==> src/rtl/bsc_pkg.sv <==
// Shared types and constants for the barometric sensor compensation block.
// Holds the payload, coefficient and inter-stage structs and the register map.
// No dependencies.
package bsc_pkg;

	localparam int RAW_W      = 24;  // raw conversion width
	localparam int COEF_W     = 16;  // calibration coefficient width
	localparam int NUM_COEFS  = 6;
	localparam int CFG_IDX_W  = 3;

	localparam int DT_SHIFT       = 8;   // C5 scale for dT
	localparam int TEMP_SHIFT     = 23;  // dT*C6 scale
	localparam int TEMP_BASE      = 2000;
	localparam int OFF_MUL_SHIFT  = 16;  // C2 scale
	localparam int OFF_SHIFT      = 7;   // C4*dT scale
	localparam int SENS_MUL_SHIFT = 15;  // C1 scale
	localparam int SENS_SHIFT     = 8;   // C3*dT scale
	localparam int P_SHIFT1       = 21;  // D1*SENS scale
	localparam int P_SHIFT2       = 15;  // final pressure scale
	localparam int SENS_SPLIT     = 17;  // low slice width of SENS for the partial products

	localparam int DT_W   = 25;  // signed temperature difference
	localparam int PROD_W = 42;  // signed dT * coefficient
	localparam int TEMP_W = 19;
	localparam int OFF_W  = 35;
	localparam int SENS_W = 34;
	localparam int PL_W   = 41;  // D1 * low slice of SENS, unsigned
	localparam int PH_W   = 42;  // D1 * high slice of SENS, signed
	localparam int FULL_W = 60;  // D1 * SENS
	localparam int Q_W    = 39;  // D1 * SENS scaled down
	localparam int DIFF_W = 40;
	localparam int PRES_W = 32;

	typedef enum logic [CFG_IDX_W-1:0] {
		CFG_C1 = 3'd0,
		CFG_C2 = 3'd1,
		CFG_C3 = 3'd2,
		CFG_C4 = 3'd3,
		CFG_C5 = 3'd4,
		CFG_C6 = 3'd5
	} bsc_cfg_idx_t;

	typedef struct packed {
		logic [RAW_W-1:0] raw_pressure;
		logic [RAW_W-1:0] raw_temperature;
	} bsc_in_t;

	typedef struct packed {
		logic signed [TEMP_W-1:0] temp_centideg;
		logic        [PRES_W-1:0] pressure_comp;
	} bsc_out_t;

	typedef struct packed {
		logic [COEF_W-1:0] c1;
		logic [COEF_W-1:0] c2;
		logic [COEF_W-1:0] c3;
		logic [COEF_W-1:0] c4;
		logic [COEF_W-1:0] c5;
		logic [COEF_W-1:0] c6;
	} bsc_coef_t;

	// Hand-off from the temperature/offset/sensitivity stages to the pressure stages
	typedef struct packed {
		logic signed [TEMP_W-1:0] temp;
		logic signed [OFF_W-1:0]  off;
		logic signed [SENS_W-1:0] sens;
		logic        [RAW_W-1:0]  d1;
	} bsc_mid_t;

endpackage

==> src/rtl/bsc_front.sv <==
// Front pipeline: dT, the three dT products, then TEMP, OFF and SENS.
// Three register stages with per-stage valid and backpressure.
// Depends on bsc_pkg.
module bsc_front import bsc_pkg::*; (
	input  logic      clk,
	input  logic      arst_n,
	input  bsc_coef_t coef,
	input  logic      in_valid,
	output logic      in_ready,
	input  bsc_in_t   in_data,
	output logic      mid_valid,
	input  logic      mid_ready,
	output bsc_mid_t  mid_data
);

	logic v_s1, v_s2, v_s3;
	logic rdy_s1, rdy_s2, rdy_s3;

	logic signed [DT_W-1:0]   dt_c, dt_s1;
	logic        [RAW_W-1:0]  d1_s1, d1_s2, d1_s3;
	logic signed [PROD_W-1:0] p_temp_s2, p_off_s2, p_sens_s2;
	logic signed [PROD_W-1:0] p_temp_b, p_off_b, p_sens_b;
	logic signed [PROD_W-1:0] temp_div, off_div, sens_div;
	logic signed [TEMP_W-1:0] temp_c, temp_s3;
	logic signed [OFF_W-1:0]  off_c, off_s3;
	logic signed [SENS_W-1:0] sens_c, sens_s3;

	// a stage takes new data when it is empty or its successor moves
	assign rdy_s3   = !v_s3 || mid_ready;
	assign rdy_s2   = !v_s2 || rdy_s3;
	assign rdy_s1   = !v_s1 || rdy_s2;
	assign in_ready = rdy_s1;

	assign dt_c = $signed({1'b0, in_data.raw_temperature})
		- $signed({1'b0, coef.c5, {DT_SHIFT{1'b0}}});

	// truncate toward zero: add 2^k-1 to negative values before the shift
	always_comb begin
		p_temp_b = p_temp_s2
			+ $signed({{(PROD_W-TEMP_SHIFT){1'b0}}, {TEMP_SHIFT{p_temp_s2[PROD_W-1]}}});
		p_off_b  = p_off_s2
			+ $signed({{(PROD_W-OFF_SHIFT){1'b0}}, {OFF_SHIFT{p_off_s2[PROD_W-1]}}});
		p_sens_b = p_sens_s2
			+ $signed({{(PROD_W-SENS_SHIFT){1'b0}}, {SENS_SHIFT{p_sens_s2[PROD_W-1]}}});
		temp_div = p_temp_b >>> TEMP_SHIFT;
		off_div  = p_off_b >>> OFF_SHIFT;
		sens_div = p_sens_b >>> SENS_SHIFT;
		temp_c   = $signed(temp_div[TEMP_W-1:0]) + $signed(TEMP_W'(TEMP_BASE));
		off_c    = $signed(off_div[OFF_W-1:0])
			+ $signed({{(OFF_W-COEF_W-OFF_MUL_SHIFT){1'b0}}, coef.c2,
				{OFF_MUL_SHIFT{1'b0}}});
		sens_c   = $signed(sens_div[SENS_W-1:0])
			+ $signed({{(SENS_W-COEF_W-SENS_MUL_SHIFT){1'b0}}, coef.c1,
				{SENS_MUL_SHIFT{1'b0}}});
	end

	always_ff @(posedge clk or negedge arst_n) begin
		if (!arst_n) begin
			v_s1 <= 1'b0;
			v_s2 <= 1'b0;
			v_s3 <= 1'b0;
		end else begin
			if (rdy_s1) v_s1 <= in_valid;
			if (rdy_s2) v_s2 <= v_s1;
			if (rdy_s3) v_s3 <= v_s2;
		end
	end

	always_ff @(posedge clk) begin
		if (rdy_s1 && in_valid) begin
			dt_s1 <= dt_c;
			d1_s1 <= in_data.raw_pressure;
		end
		if (rdy_s2 && v_s1) begin
			p_temp_s2 <= dt_s1 * $signed({1'b0, coef.c6});
			p_off_s2  <= dt_s1 * $signed({1'b0, coef.c4});
			p_sens_s2 <= dt_s1 * $signed({1'b0, coef.c3});
			d1_s2     <= d1_s1;
		end
		if (rdy_s3 && v_s2) begin
			temp_s3 <= temp_c;
			off_s3  <= off_c;
			sens_s3 <= sens_c;
			d1_s3   <= d1_s2;
		end
	end

	assign mid_valid     = v_s3;
	assign mid_data.temp = temp_s3;
	assign mid_data.off  = off_s3;
	assign mid_data.sens = sens_s3;
	assign mid_data.d1   = d1_s3;

	a_temp_range: assert property (@(posedge clk) disable iff (!arst_n)
		v_s3 |-> (temp_s3 >= -129070) && (temp_s3 <= 133070))
		else $error("temperature outside its 19-bit range");

	a_s3_hold: assert property (@(posedge clk) disable iff (!arst_n)
		v_s3 && !mid_ready |=> v_s3 && $stable(sens_s3) && $stable(off_s3))
		else $error("stalled stage 3 lost or changed its transaction");

	a_s2_advance: assert property (@(posedge clk) disable iff (!arst_n)
		v_s2 && rdy_s3 |=> v_s3)
		else $error("stage 2 transaction did not reach stage 3");

endmodule

==> config.mk <==
export PLATFORM = sky130hd
export DESIGN_NAME = bsc_front
export DESIGN_NICKNAME = d
export VERILOG_FILES = /design/src/rtl/bsc_pkg.sv /design/src/rtl/bsc_front.sv
export SDC_FILE = /design/constraint.sdc
export NUM_CORES = 2
export LEC_CHECK = 0
export BUFFER_PORTS_ARGS = -buffer_cell sky130_fd_sc_hd__buf_2
export CORE_ASPECT_RATIO = 0.7
export CORE_UTILIZATION = 60
export DETAILED_ROUTE_END_ITERATION = 12
export HOLD_SLACK_MARGIN = 0.02
export PLACE_DENSITY = 0.88
export SLEW_MARGIN = 5
export SYNTH_ARGS = -nofsm -noshare
export SYNTH_HDL_FRONTEND = slang
export SYNTH_SLANG_ARGS = --single-unit
==> constraint.sdc <==
create_clock -name clk -period 9.5 [get_ports clk]
set_clock_uncertainty 0.15 [all_clocks]
set_input_delay 0.95 -clock clk [delete_from_list [all_inputs] [get_ports clk]]
set_output_delay 0.95 -clock clk [all_outputs]
set_load 0.1 [all_outputs]
==> flow_metrics.env <==
export IMPL_grt_total_usage=0.294
export IMPL_fin_nets=7781
export IMPL_layout_commonest_cell="inv_1"
export IMPL_setup_tns_ns=0
export IMPL_worst_pin_slew_ns=1.43
export IMPL_finalHoldViolCount=0
export IMPL_ys_types=73
export IMPL_grt_max_degree=69
export IMPL_yosysWarnings=0
export IMPL_coreArea_mm2=0.0943
export IMPL_io_buffers=261
export IMPL_start_util=0.608
export IMPL_synth_edff_count=311
export IMPL_final_cell_mix="inv_1, fa_1, nand2_1, and2_1, ha_1"
export IMPL_crit_path_end_kind="flip-flop"
export IMPL_die_w_um=371
export IMPL_ant_nets=0
export IMPL_syn2layout_area_growth_pct=6.31
export IMPL_drt_iter0_drc=3312
export IMPL_antenna_found_initial=11
export IMPL_overflow=0
export IMPL_finalCritPeriodShare=0.880
export IMPL_crit_path_start_kind="flip-flop"
export IMPL_grt_pass1_vias=44500
export IMPL_whs_ns=0.266
export IMPL_path_clk_slew_ns=0.07
export IMPL_hold_path_class="reg2reg"
export IMPL_cp_arrival_ns=8.53
export IMPL_dieHeight_um=261
export IMPL_rsz0062_at_grt="no"
export IMPL_slew_violations=0
export IMPL_place_congestion=0.917
export IMPL_cts_setup_buffers=0
export IMPL_syn_nets=7663
export IMPL_cts_tree="yes"
export IMPL_cts_htree_levels=2
export IMPL_status="finished, final reports clean"
export IMPL_synth_area_mm2=0.0573
export IMPL_num_fill_cells=7168
export IMPL_root_buffer="clkbuf_16"
export IMPL_synth_async_reset_ratio=0.00955
export IMPL_vias_per_cell=5.59
export IMPL_synth_ff_type="edfxtp_1"
export IMPL_wl_um=136000
export IMPL_row_count=94
export IMPL_grt_pass1_wl_um=225000
export IMPL_critPathRequiredTime_ns=9.67
export IMPL_ys_seq_area_frac=0.164
export IMPL_avgRoutedWirePerCell_um=18.6
export IMPL_relSlewSlack=0.0479
export IMPL_crit_path_max_fanout=24
export IMPL_min_period_ns=8.36
export IMPL_cts_made_buffers=35
export IMPL_synth_cells=5946
export IMPL_drcViolationCount=0
export IMPL_crit_type="reg2reg"
export IMPL_clkLatencyLatePin_ns=0.60
export IMPL_cap_violations=0
export IMPL_finalSetupViolations=0
export IMPL_num_io_pins=262
export IMPL_clock_sinks=314
export IMPL_max_freq_mhz=120
export IMPL_fp_dieArea_mm2=0.0968
export IMPL_dp_final_hpwl_um=109000
export IMPL_first_pass_iters=8
export IMPL_avgSynthCellArea_um2=9.64
export IMPL_cts_buffer_depth=3
export IMPL_ctsResizeCount=0
export IMPL_drive_above_1_share=0.0670
export IMPL_vias=41000
export IMPL_synth_seq_cells=314
sequential cells by signal, summed over array words and instances, names as in the netlist, 25 cells and up:
register   count
dt_s1         25
p_temp_s2     42
p_sens_s2     42
off_s3        35
p_off_s2      42
sens_s3       34
routing by layer:
layer	wire length, um	global-route usage	up-vias
li1	-	-	17900
met1	53700	0.404	20800
met2	64900	0.477	1936
met3	12800	0.0504	353
met4	4760	0.102	4
met5	27	0	-
final timing paths:
| kind | end | cells after the start | slack, ns | startpoint |
|---|---|---|---|---|
| min in group asynchronous | mid_valid | 2 | 0.54 | arst_n |
| max in group asynchronous | v_s1 | 2 | 8.56 | arst_n |
| hold / removal | d1_s2[23] | 0 | 0.27 | d1_s1[23] |
| hold reg to reg | d1_s2[23] | 0 | 0.27 | d1_s1[23] |
| setup reg to reg | p_sens_s2[41] | 22 | 1.14 | dt_s1[13] |
| setup / recovery | p_sens_s2[41] | 22 | 1.14 | dt_s1[13] |
cells by family (layout without fill, tap and decap cells):
logic type	after synthesis	in the layout	share of synthesized area
buf+inv	1740	1881	0.114
simple gates	1664	1664	0.140
fa+ha+maj	1570	1570	0.497
compound gates	413	413	0.0477
flops	314	314	0.164
xor+xnor	243	243	0.0371
mux	2	2	0.000349
other cells	0	6	0
worst max-delay path, cell delays in order (launching register included):
cell and delay, ns:
edfxtp_1 1.30, buf_4 0.42, nand2_1 0.12, fa_1 0.54, fa_1 0.46, fa_1 0.55, inv_1 0.06, fa_1 0.50
fa_1 0.51, inv_1 0.05, fa_1 0.47, inv_1 0.04, ha_1 0.34, a41o_1 0.23, a21o_1 0.19, a31oi_1 0.41
o22ai_1 0.22, o41ai_2 0.53, o21ai_1 0.21, a21oi_1 0.26, nand3b_1 0.11, a31oi_1 0.25, xnor2_1 0.13
cell usage after synthesis, drive strengths merged (16+ instances only):
cell | n | area (um^2)
inv | 1497 | 5620
fa | 1176 | 23500
nand2 | 821 | 3080
and2 | 493 | 3080
ha | 393 | 4920
edfxtp | 311 | 9340
clkbuf | 242 | 908
xnor2 | 176 | 1540
a21oi | 127 | 636
nor2 | 120 | 450
o21ai | 67 | 335
xor2 | 67 | 587
a21o | 54 | 407
nand3 | 46 | 230
nor3 | 35 | 175
and3 | 29 | 181
o21a | 29 | 218
nand2b | 26 | 163
nand4 | 25 | 156
nor2b | 22 | 138
a31oi | 16 | 100
o211ai | 16 | 120
o21bai | 16 | 120
repair_timing:
item | CTS | global route
hold endpoints to repair | 3 | 0
endpoints found under the setup margin | 0 | 0
hold buffers | 1 | 0
stage by stage:
| step | setup WS (ns) | util | cells | instance area, um^2 |
|---|---|---|---|---|
| final | 1.14 | 0.646 | 7341 | 60900 |
| after floorplan | 2.04 | - | 5946 | 57300 |
| after global routing | 0.958 | 0.646 | 7340 | 60900 |
| after CTS | 1.34 | 0.646 | 7335 | 60900 |
| after global placement | 1.38 | 0.633 | 7274 | 59700 |
| after detailed placement | 1.21 | 0.633 | 7274 | 59700 |
cell type report:
cell class              instances  area [um^2]  share of cell area
diodes                          6         15.0            0.000246
clock buffers                  39          901              0.0148
clock inverters                21          260             0.00427
inverters                    1497         5620              0.0922
multi-input cells            3892        41400               0.679
flip-flops and latches        314         9410               0.155
well taps                    1248         1560              0.0256
repair buffers                324         1780              0.0292
Power is left out: the tool's default activity adds up to more than one toggle a clock period on the data nets, which glitch-free logic cannot reach.
