$ cat src/rtl/bsc_pkg.sv
// Shared types and constants for the barometric sensor compensation block.
// Holds the payload, coefficient and inter-stage structs and the register map.
// No dependencies.
package bsc_pkg;

	localparam int RAW_W      = 24;  // raw conversion width
	localparam int COEF_W     = 16;  // calibration coefficient width
	localparam int NUM_COEFS  = 6;
	localparam int CFG_IDX_W  = 3;

	localparam int DT_SHIFT       = 8;   // C5 scale for dT
	localparam int TEMP_SHIFT     = 23;  // dT*C6 scale
	localparam int TEMP_BASE      = 2000;
	localparam int OFF_MUL_SHIFT  = 16;  // C2 scale
	localparam int OFF_SHIFT      = 7;   // C4*dT scale
	localparam int SENS_MUL_SHIFT = 15;  // C1 scale
	localparam int SENS_SHIFT     = 8;   // C3*dT scale
	localparam int P_SHIFT1       = 21;  // D1*SENS scale
	localparam int P_SHIFT2       = 15;  // final pressure scale
	localparam int SENS_SPLIT     = 17;  // low slice width of SENS for the partial products

	localparam int DT_W   = 25;  // signed temperature difference
	localparam int PROD_W = 42;  // signed dT * coefficient
	localparam int TEMP_W = 19;
	localparam int OFF_W  = 35;
	localparam int SENS_W = 34;
	localparam int PL_W   = 41;  // D1 * low slice of SENS, unsigned
	localparam int PH_W   = 42;  // D1 * high slice of SENS, signed
	localparam int FULL_W = 60;  // D1 * SENS
	localparam int Q_W    = 39;  // D1 * SENS scaled down
	localparam int DIFF_W = 40;
	localparam int PRES_W = 32;

	typedef enum logic [CFG_IDX_W-1:0] {
		CFG_C1 = 3'd0,
		CFG_C2 = 3'd1,
		CFG_C3 = 3'd2,
		CFG_C4 = 3'd3,
		CFG_C5 = 3'd4,
		CFG_C6 = 3'd5
	} bsc_cfg_idx_t;

	typedef struct packed {
		logic [RAW_W-1:0] raw_pressure;
		logic [RAW_W-1:0] raw_temperature;
	} bsc_in_t;

	typedef struct packed {
		logic signed [TEMP_W-1:0] temp_centideg;
		logic        [PRES_W-1:0] pressure_comp;
	} bsc_out_t;

	typedef struct packed {
		logic [COEF_W-1:0] c1;
		logic [COEF_W-1:0] c2;
		logic [COEF_W-1:0] c3;
		logic [COEF_W-1:0] c4;
		logic [COEF_W-1:0] c5;
		logic [COEF_W-1:0] c6;
	} bsc_coef_t;

	// Hand-off from the temperature/offset/sensitivity stages to the pressure stages
	typedef struct packed {
		logic signed [TEMP_W-1:0] temp;
		logic signed [OFF_W-1:0]  off;
		logic signed [SENS_W-1:0] sens;
		logic        [RAW_W-1:0]  d1;
	} bsc_mid_t;

endpackage

$ cat src/rtl/bsc_back.sv
// Back pipeline: D1*SENS as two partial products, scaling, subtract OFF, final scale.
// Three register stages; the last one is the output register.
// Depends on bsc_pkg.
module bsc_back import bsc_pkg::*; (
	input  logic     clk,
	input  logic     arst_n,
	input  logic     mid_valid,
	output logic     mid_ready,
	input  bsc_mid_t mid_data,
	output logic     out_valid,
	input  logic     out_ready,
	output bsc_out_t out_data
);

	logic v_s4, v_s5, v_s6;
	logic rdy_s4, rdy_s5, rdy_s6;

	logic        [SENS_SPLIT-1:0]        sens_lo;
	logic signed [SENS_W-SENS_SPLIT-1:0] sens_hi;
	logic        [PL_W-1:0]              pl_s4;
	logic signed [PH_W-1:0]              ph_s4;
	logic signed [OFF_W-1:0]             off_s4, off_s5;
	logic signed [TEMP_W-1:0]            temp_s4, temp_s5;
	logic signed [FULL_W-1:0]            full_c, full_b, q_c;
	logic signed [Q_W-1:0]               q_s5;
	logic signed [DIFF_W-1:0]            diff_c, diff_b, p_c;
	bsc_out_t                            out_s6;

	assign rdy_s6    = !v_s6 || out_ready;
	assign rdy_s5    = !v_s5 || rdy_s6;
	assign rdy_s4    = !v_s4 || rdy_s5;
	assign mid_ready = rdy_s4;

	assign sens_lo = mid_data.sens[SENS_SPLIT-1:0];
	assign sens_hi = $signed(mid_data.sens[SENS_W-1:SENS_SPLIT]);

	// recombine the partial products, then scale with truncation toward zero
	always_comb begin
		full_c = $signed({{(FULL_W-PH_W-SENS_SPLIT){ph_s4[PH_W-1]}}, ph_s4,
				{SENS_SPLIT{1'b0}}})
			+ $signed({{(FULL_W-PL_W){1'b0}}, pl_s4});
		full_b = full_c
			+ $signed({{(FULL_W-P_SHIFT1){1'b0}}, {P_SHIFT1{full_c[FULL_W-1]}}});
		q_c    = full_b >>> P_SHIFT1;
		diff_c = $signed({q_s5[Q_W-1], q_s5})
			- $signed({{(DIFF_W-OFF_W){off_s5[OFF_W-1]}}, off_s5});
		diff_b = diff_c
			+ $signed({{(DIFF_W-P_SHIFT2){1'b0}}, {P_SHIFT2{diff_c[DIFF_W-1]}}});
		p_c    = diff_b >>> P_SHIFT2;
	end

	always_ff @(posedge clk or negedge arst_n) begin
		if (!arst_n) begin
			v_s4 <= 1'b0;
			v_s5 <= 1'b0;
			v_s6 <= 1'b0;
		end else begin
			if (rdy_s4) v_s4 <= mid_valid;
			if (rdy_s5) v_s5 <= v_s4;
			if (rdy_s6) v_s6 <= v_s5;
		end
	end

	always_ff @(posedge clk) begin
		if (rdy_s4 && mid_valid) begin
			pl_s4   <= mid_data.d1 * sens_lo;
			ph_s4   <= $signed({1'b0, mid_data.d1}) * sens_hi;
			off_s4  <= mid_data.off;
			temp_s4 <= mid_data.temp;
		end
		if (rdy_s5 && v_s4) begin
			q_s5    <= q_c[Q_W-1:0];
			off_s5  <= off_s4;
			temp_s5 <= temp_s4;
		end
		if (rdy_s6 && v_s5) begin
			out_s6.temp_centideg <= temp_s5;
			out_s6.pressure_comp <= p_c[PRES_W-1:0];
		end
	end

	assign out_valid = v_s6;
	assign out_data  = out_s6;

	a_s5_hold: assert property (@(posedge clk) disable iff (!arst_n)
		v_s5 && !rdy_s5 |=> v_s5 && $stable(q_s5))
		else $error("stalled stage 5 lost or changed its transaction");

	a_out_source: assert property (@(posedge clk) disable iff (!arst_n)
		$rose(v_s6) |-> $past(v_s5))
		else $error("output became valid without a transaction in stage 5");

	a_s4_advance: assert property (@(posedge clk) disable iff (!arst_n)
		v_s4 && rdy_s5 |=> v_s5)
		else $error("stage 4 transaction did not reach stage 5");

endmodule

$ cat config.mk
export PLATFORM = sky130hd
export DESIGN_NAME = bsc_back
export DESIGN_NICKNAME = d
export VERILOG_FILES = /design/src/rtl/bsc_pkg.sv /design/src/rtl/bsc_back.sv
export SDC_FILE = /design/constraint.sdc
export NUM_CORES = 2
export LEC_CHECK = 0
export BUFFER_PORTS_ARGS = -buffer_cell sky130_fd_sc_hd__buf_2
export CORE_AREA = 2 2 268 270
export CTS_CLUSTER_DIAMETER = 60
export DETAILED_ROUTE_END_ITERATION = 7
export DIE_AREA = 0 0 270 272
export PLACE_DENSITY = 0.89
export SETUP_SLACK_MARGIN = 0.02
export SYNTH_ARGS = -nofsm -noshare
export SYNTH_HDL_FRONTEND = slang
export SYNTH_SLANG_ARGS = --single-unit
$ cat constraint.sdc
create_clock -name clk -period 5.55 [get_ports clk]
set_input_delay 0.8325 -clock clk [delete_from_list [all_inputs] [get_ports clk]]
set_output_delay 0.8325 -clock clk [all_outputs]
set_load 0.01 [all_outputs]
==> metrics.txt, run 1 <==
clock buffer depth=3; maximum number of pins on one net before global-route repair=94; error that stopped the run=[ERROR GRT-0232] Routing congestion too high. Check the congestion heatmap in the GUI.; failing step=global routing; total number of H-tree levels=1; ys flop type=sky130_fd_sc_hd__edfxtp_1; worst endpoint after global-route timing repair=pl_s4[29]$_DFFE_PP_/D; sum of net half-perimeters after detailed placement=between 90 and 100 mm; per-instance average area after synthesis=9.57 µm²; number of antenna violations at the first check in global routing=20; pin category terminating the worst setup path after the last repair=register input; root buffer selected by CTS=sky130_fd_sc_hd__clkbuf_16; Synth Net Count=~5400; Unique masters post-synth=between 80 and 90; count of buffers from port buffering=between 150 and 200; total routing usage reported by global routing=around 64%; total gr overflow=5; Post-Syn Area=41200 µm²; share of the yosys chip area belonging to registers=between 20% and 30%; post-synthesis instance total=around 4300; vertical extent of the die=272 µm; CTS sink cnt=277; placer's final routability congestion estimate=roughly 0.96; Async S/R FF share, synth=under 10%; number of CTS-inserted buffers=31; Inst Count DP=around 5800; Synth Register Bits=277; post-placement cell area=about 47000 µm²; EDFF count, synth=about 270; horizontal extent of the die=270 µm; initial standard-cell utilization of the core=approximately three fifths; number of placement rows=98; number of warnings printed during yosys synthesis=0; status=did not finish; # IOs=169
## metal layers
metal / GRT overflow / track usage, %
met5: 1 / 40.9
met4: 1 / 59.2
met3: 3 / 56.8
met2: 0 / 78.2
met1: 0 / 60.3
## through the flow
stage | worst slack [ns] | util [%] | setup TNS [ns] | hold slack, ns
after floorplan | -1.17 | - | -21.72 | 0.400
after CTS | -0.881 | 71.0 | -23.16 | 0.0547
after global placement | -1.54 | 66.7 | -60.56 | 0.401
after detailed placement | -1.74 | 66.7 | -73.04 | 0.405
## synthesized netlist by cell type (all sizes together) (25+ instances only)
cell type,instances,area [µm²]
nor2b,27,169
xnor2,138,1210
inv,871,3270
nand2b,28,175
o21ai,71,355
a21o,74,556
nand3,52,265
o21a,25,188
and2,364,2280
ha,354,4430
a21oi,137,693
edfxtp,274,8230
nand2,571,2140
nor3,45,230
fa,660,13200
o21bai,26,195
nor2,126,478
xor2,52,455
clkbuf,162,608
## timing repair
action	in CTS
gates resized for setup	344
gates cloned	8
endpoints found under the setup margin	90
hold buffers	0
setup buffers	68
pin swaps	194
## cells by family after synthesis
family / count (synthesis) / share of synthesized area, %
simple gates: 1309 / 15.7
buf+inv: 1045 / 9.61
fa+ha+maj: 1014 / 42.9
compound gates: 463 / 7.48
flops: 277 / 20.2
xor+xnor: 190 / 4.04
mux: 3 / 0.0881
==> run 2: changes to the inputs <==
- CORE_AREA: 2 2 268 270 -> 2 2 324 326
- CTS_CLUSTER_DIAMETER: 60 -> unset
- DIE_AREA: 0 0 270 272 -> 0 0 326 328
- PLACE_DENSITY: 0.89 -> unset
- PLACE_DENSITY_LB_ADDON: unset -> 0.15
- SETUP_SLACK_MARGIN: 0.02 -> unset
- clock period: 5.55 -> 7.2 ns (I/O delays scaled with it)
==> run 2 against run 1 <==
Effect of this change:
- the run now ends clean
- synthesized cell count is the same
- synthesized area is the same
==> metrics.txt, run 2 <==
count of buffers from port buffering=~170; endpoints failing hold=0; commonest non-fill, non-tap cell in the layout=sky130_fd_sc_hd__inv_1; sum of net half-perimeters after detailed placement=around 90 mm; fraction of layout cells with a size suffix above 1=13.4%; area added between synthesis and finish=15.1%; clock tree from TritonCTS=built; number of buffers inserted for hold repair after clock tree synthesis=0; Synth top area share=32.1%; Die ar.=about 110000 µm²; total routed wire length on the met1 layer=approximately 51 mm; per-instance average area after synthesis=about 9.6 µm²; Synth Register Bits=277; placer's final routability congestion estimate=between 0.8 and 0.9; Post-CTS Repair Setup Buffers=0; final setup skew=0.0251 ns; total number of H-tree levels=1; vertical extent of the die=328 µm; final setup violating endpoints=0; critical path launch point type=input pin; Async S/R FF share, synth=around 1.1%; Post-Syn Area=41200 µm²; number of antenna violations at the first check in global routing=7; initial standard-cell utilization of the core=39.9%; max-slew violations=0; status=complete, no violations; Slowest cell on crit path=sky130_fd_sc_hd__fa_1; most frequent cells after synthesis=871 x sky130_fd_sc_hd__inv_1, 660 x sky130_fd_sc_hd__fa_1, 571 x sky130_fd_sc_hd__nand2_1; count of vias placed by the detailed router=between 20000 and 30000; final-layout fill cell count=10000; actual slew at the worst max-slew pin=1.04 ns; nets=roughly 5800; data required time of the critical path=roughly 7.5 ns; number of placement rows=approximately 120; # IOs=about 170; cell types occupying the most area after synthesis=sky130_fd_sc_hd__fa_1 32%, sky130_fd_sc_hd__edfxtp_1 20%, sky130_fd_sc_hd__ha_1 11%; drt first pass iters=7; Met2 Wirelength=approximately 47 mm; unrepaired setup endpoints after global routing=false; most used standard cell by instance count after synthesis=sky130_fd_sc_hd__inv_1; setup tns final=0 ns; EDFF count, synth=274; total gr overflow=0; number of warnings printed during yosys synthesis=0; post-synthesis instance total=around 4300; critical-path maximum fanout=7; ys flop type=sky130_fd_sc_hd__edfxtp_1; max-capacitance violation count=0; highest metal used=met5; worst relative slew slack=between 30 and 40%; path class of the lowest-slack min-delay path=in -> async; largest stage delay on the critical path=~0.5 ns; Residual DRC=0; Core Footprint=103000 µm²; most area-hungry cell type in the Yosys netlist=sky130_fd_sc_hd__fa_1; most used cells in the layout excluding fill and tap cells=871 x sky130_fd_sc_hd__inv_1, 660 x sky130_fd_sc_hd__fa_1, 571 x sky130_fd_sc_hd__nand2_1, 361 x sky130_fd_sc_hd__and2_1, 354 x sky130_fd_sc_hd__ha_1; Unique masters post-synth=a little under 90; crit-path most repeated cell=sky130_fd_sc_hd__buf_4; CTS sink cnt=277; initial detailed-routing violation count=around 1300; final worst path period need=between 6 and 7 ns; horizontal extent of the die=326 µm; clock buffer depth=3; clock transition at the register clock pins on the worst setup and hold paths after CTS=roughly 0.060 ns; met3 WL post-DR=between 4 and 5 mm; upper clock frequency limit=~140 MHz; number of CTS-inserted buffers=28; share of the yosys chip area belonging to registers=approximately a fifth; kind of capture point of the worst setup path=flop; via count of the first global-routing pass=between 30000 and 40000; flip-flop count of the largest register, all copies and words added=44; Worst EP arrival=roughly 7.3 ns; Synth Net Count=~5400; kind of critical path=in -> reg; post-route antenna net violation count=0; clock insertion delay at the later pin of the skew report=~0.57 ns; total routing usage reported by global routing=approximately a fifth; routed vias/inst=about 4.8; maximum number of pins on one net before global-route repair=74; Avg WL per Cell=~17 µm; wire length of the first global-routing pass=approximately 170 mm; Period Utilization, post-route=between 90% and 100%; root buffer selected by CTS=sky130_fd_sc_hd__clkbuf_16; post-detailed-routing wire length=~100 mm
## run 2: cell counts after synthesis
Identical to the previous run, type by type.
## run 2: area by class of cell
cell class | count | area, µm² | area share (%)
multi-input cells | 2979 | 29000 | 61.2
flip-flops and latches | 277 | 8300 | 17.5
repair buffers | 550 | 4180 | 8.83
inverters | 871 | 3270 | 6.90
well taps | 1380 | 1730 | 3.65
clock buffers | 33 | 719 | 1.52
clock inverters | 17 | 185 | 0.391
diodes | 1 | 2.50 | 0.00528
## run 2: layer usage
layer  track usage [%]  vias up
met2              32.8      510
met1              29.0    14600
met4              3.94       10
li1                  -    14200
met5                 0        -
met3              1.84      105
## run 2: repair_timing
| item | in CTS | in global routing |
|---|---|---|
| hold endpoints to repair | 0 | 0 |
| resized for setup | 0 | 20 |
| setup endpoints to repair | 0 | 12 |
## run 2: worst paths after layout
kind	slack [ns]	depth (start not counted)	to	from
worst min-delay path	0.32	1	v_s5$_DFFE_PN0P_	arst_n
min in group clk	0.42	0	off_s5[33]$_DFFE_PP_	off_s4[33]$_DFFE_PP_
worst max-delay path	0.23	28	ph_s4[41]$_DFFE_PP_	mid_data[4]
max in group asynchronous	6.78	1	out_valid$_DFFE_PN0P_	arst_n
worst min register to register	0.42	0	off_s5[33]$_DFFE_PP_	off_s4[33]$_DFFE_PP_
worst max register to register	0.91	23	q_s5[34]$_DFFE_PP_	pl_s4[28]$_DFFE_PP_
## run 2: kinds of logic after synthesis
logic type / synth area share (%)
DFF: 20.2
buffers and inverters: 9.61
and+or+nand+nor: 15.7
AOI/OAI and AO/OA: 7.48
xor gates and xnor gates: 4.04
adders and majority gates: 42.9
muxes: 0.0881
## run 2: critical path: cells and delay by family
kind	cells	cell delay [ns]
fa+ha+maj	7	2.80
buf+inv	10	1.39
simple gates	2	0.17
compound gates	9	1.79
## run 2: per-stage QoR
| stage | area (µm²) | util, % | worst slack, ns | cells | hold WS [ns] |
|---|---|---|---|---|---|
| floorplan | 41200 | - | -0.0423 | 4301 | 0.400 |
| global placement | 46400 | 44.9 | -0.441 | 6057 | 0.400 |
| detailed placement | 46400 | 44.9 | -0.489 | 6057 | 0.405 |
| CTS | 47300 | 45.8 | 0.115 | 6107 | 0.280 |
| global route | 47400 | 45.9 | 0.0185 | 6107 | 0.288 |
| finish | 47400 | 45.9 | 0.226 | 6108 | 0.315 |
Power of run 2 is left out: the tool's default activity adds up to more than one toggle a clock period on the data nets, which glitch-free logic cannot reach.
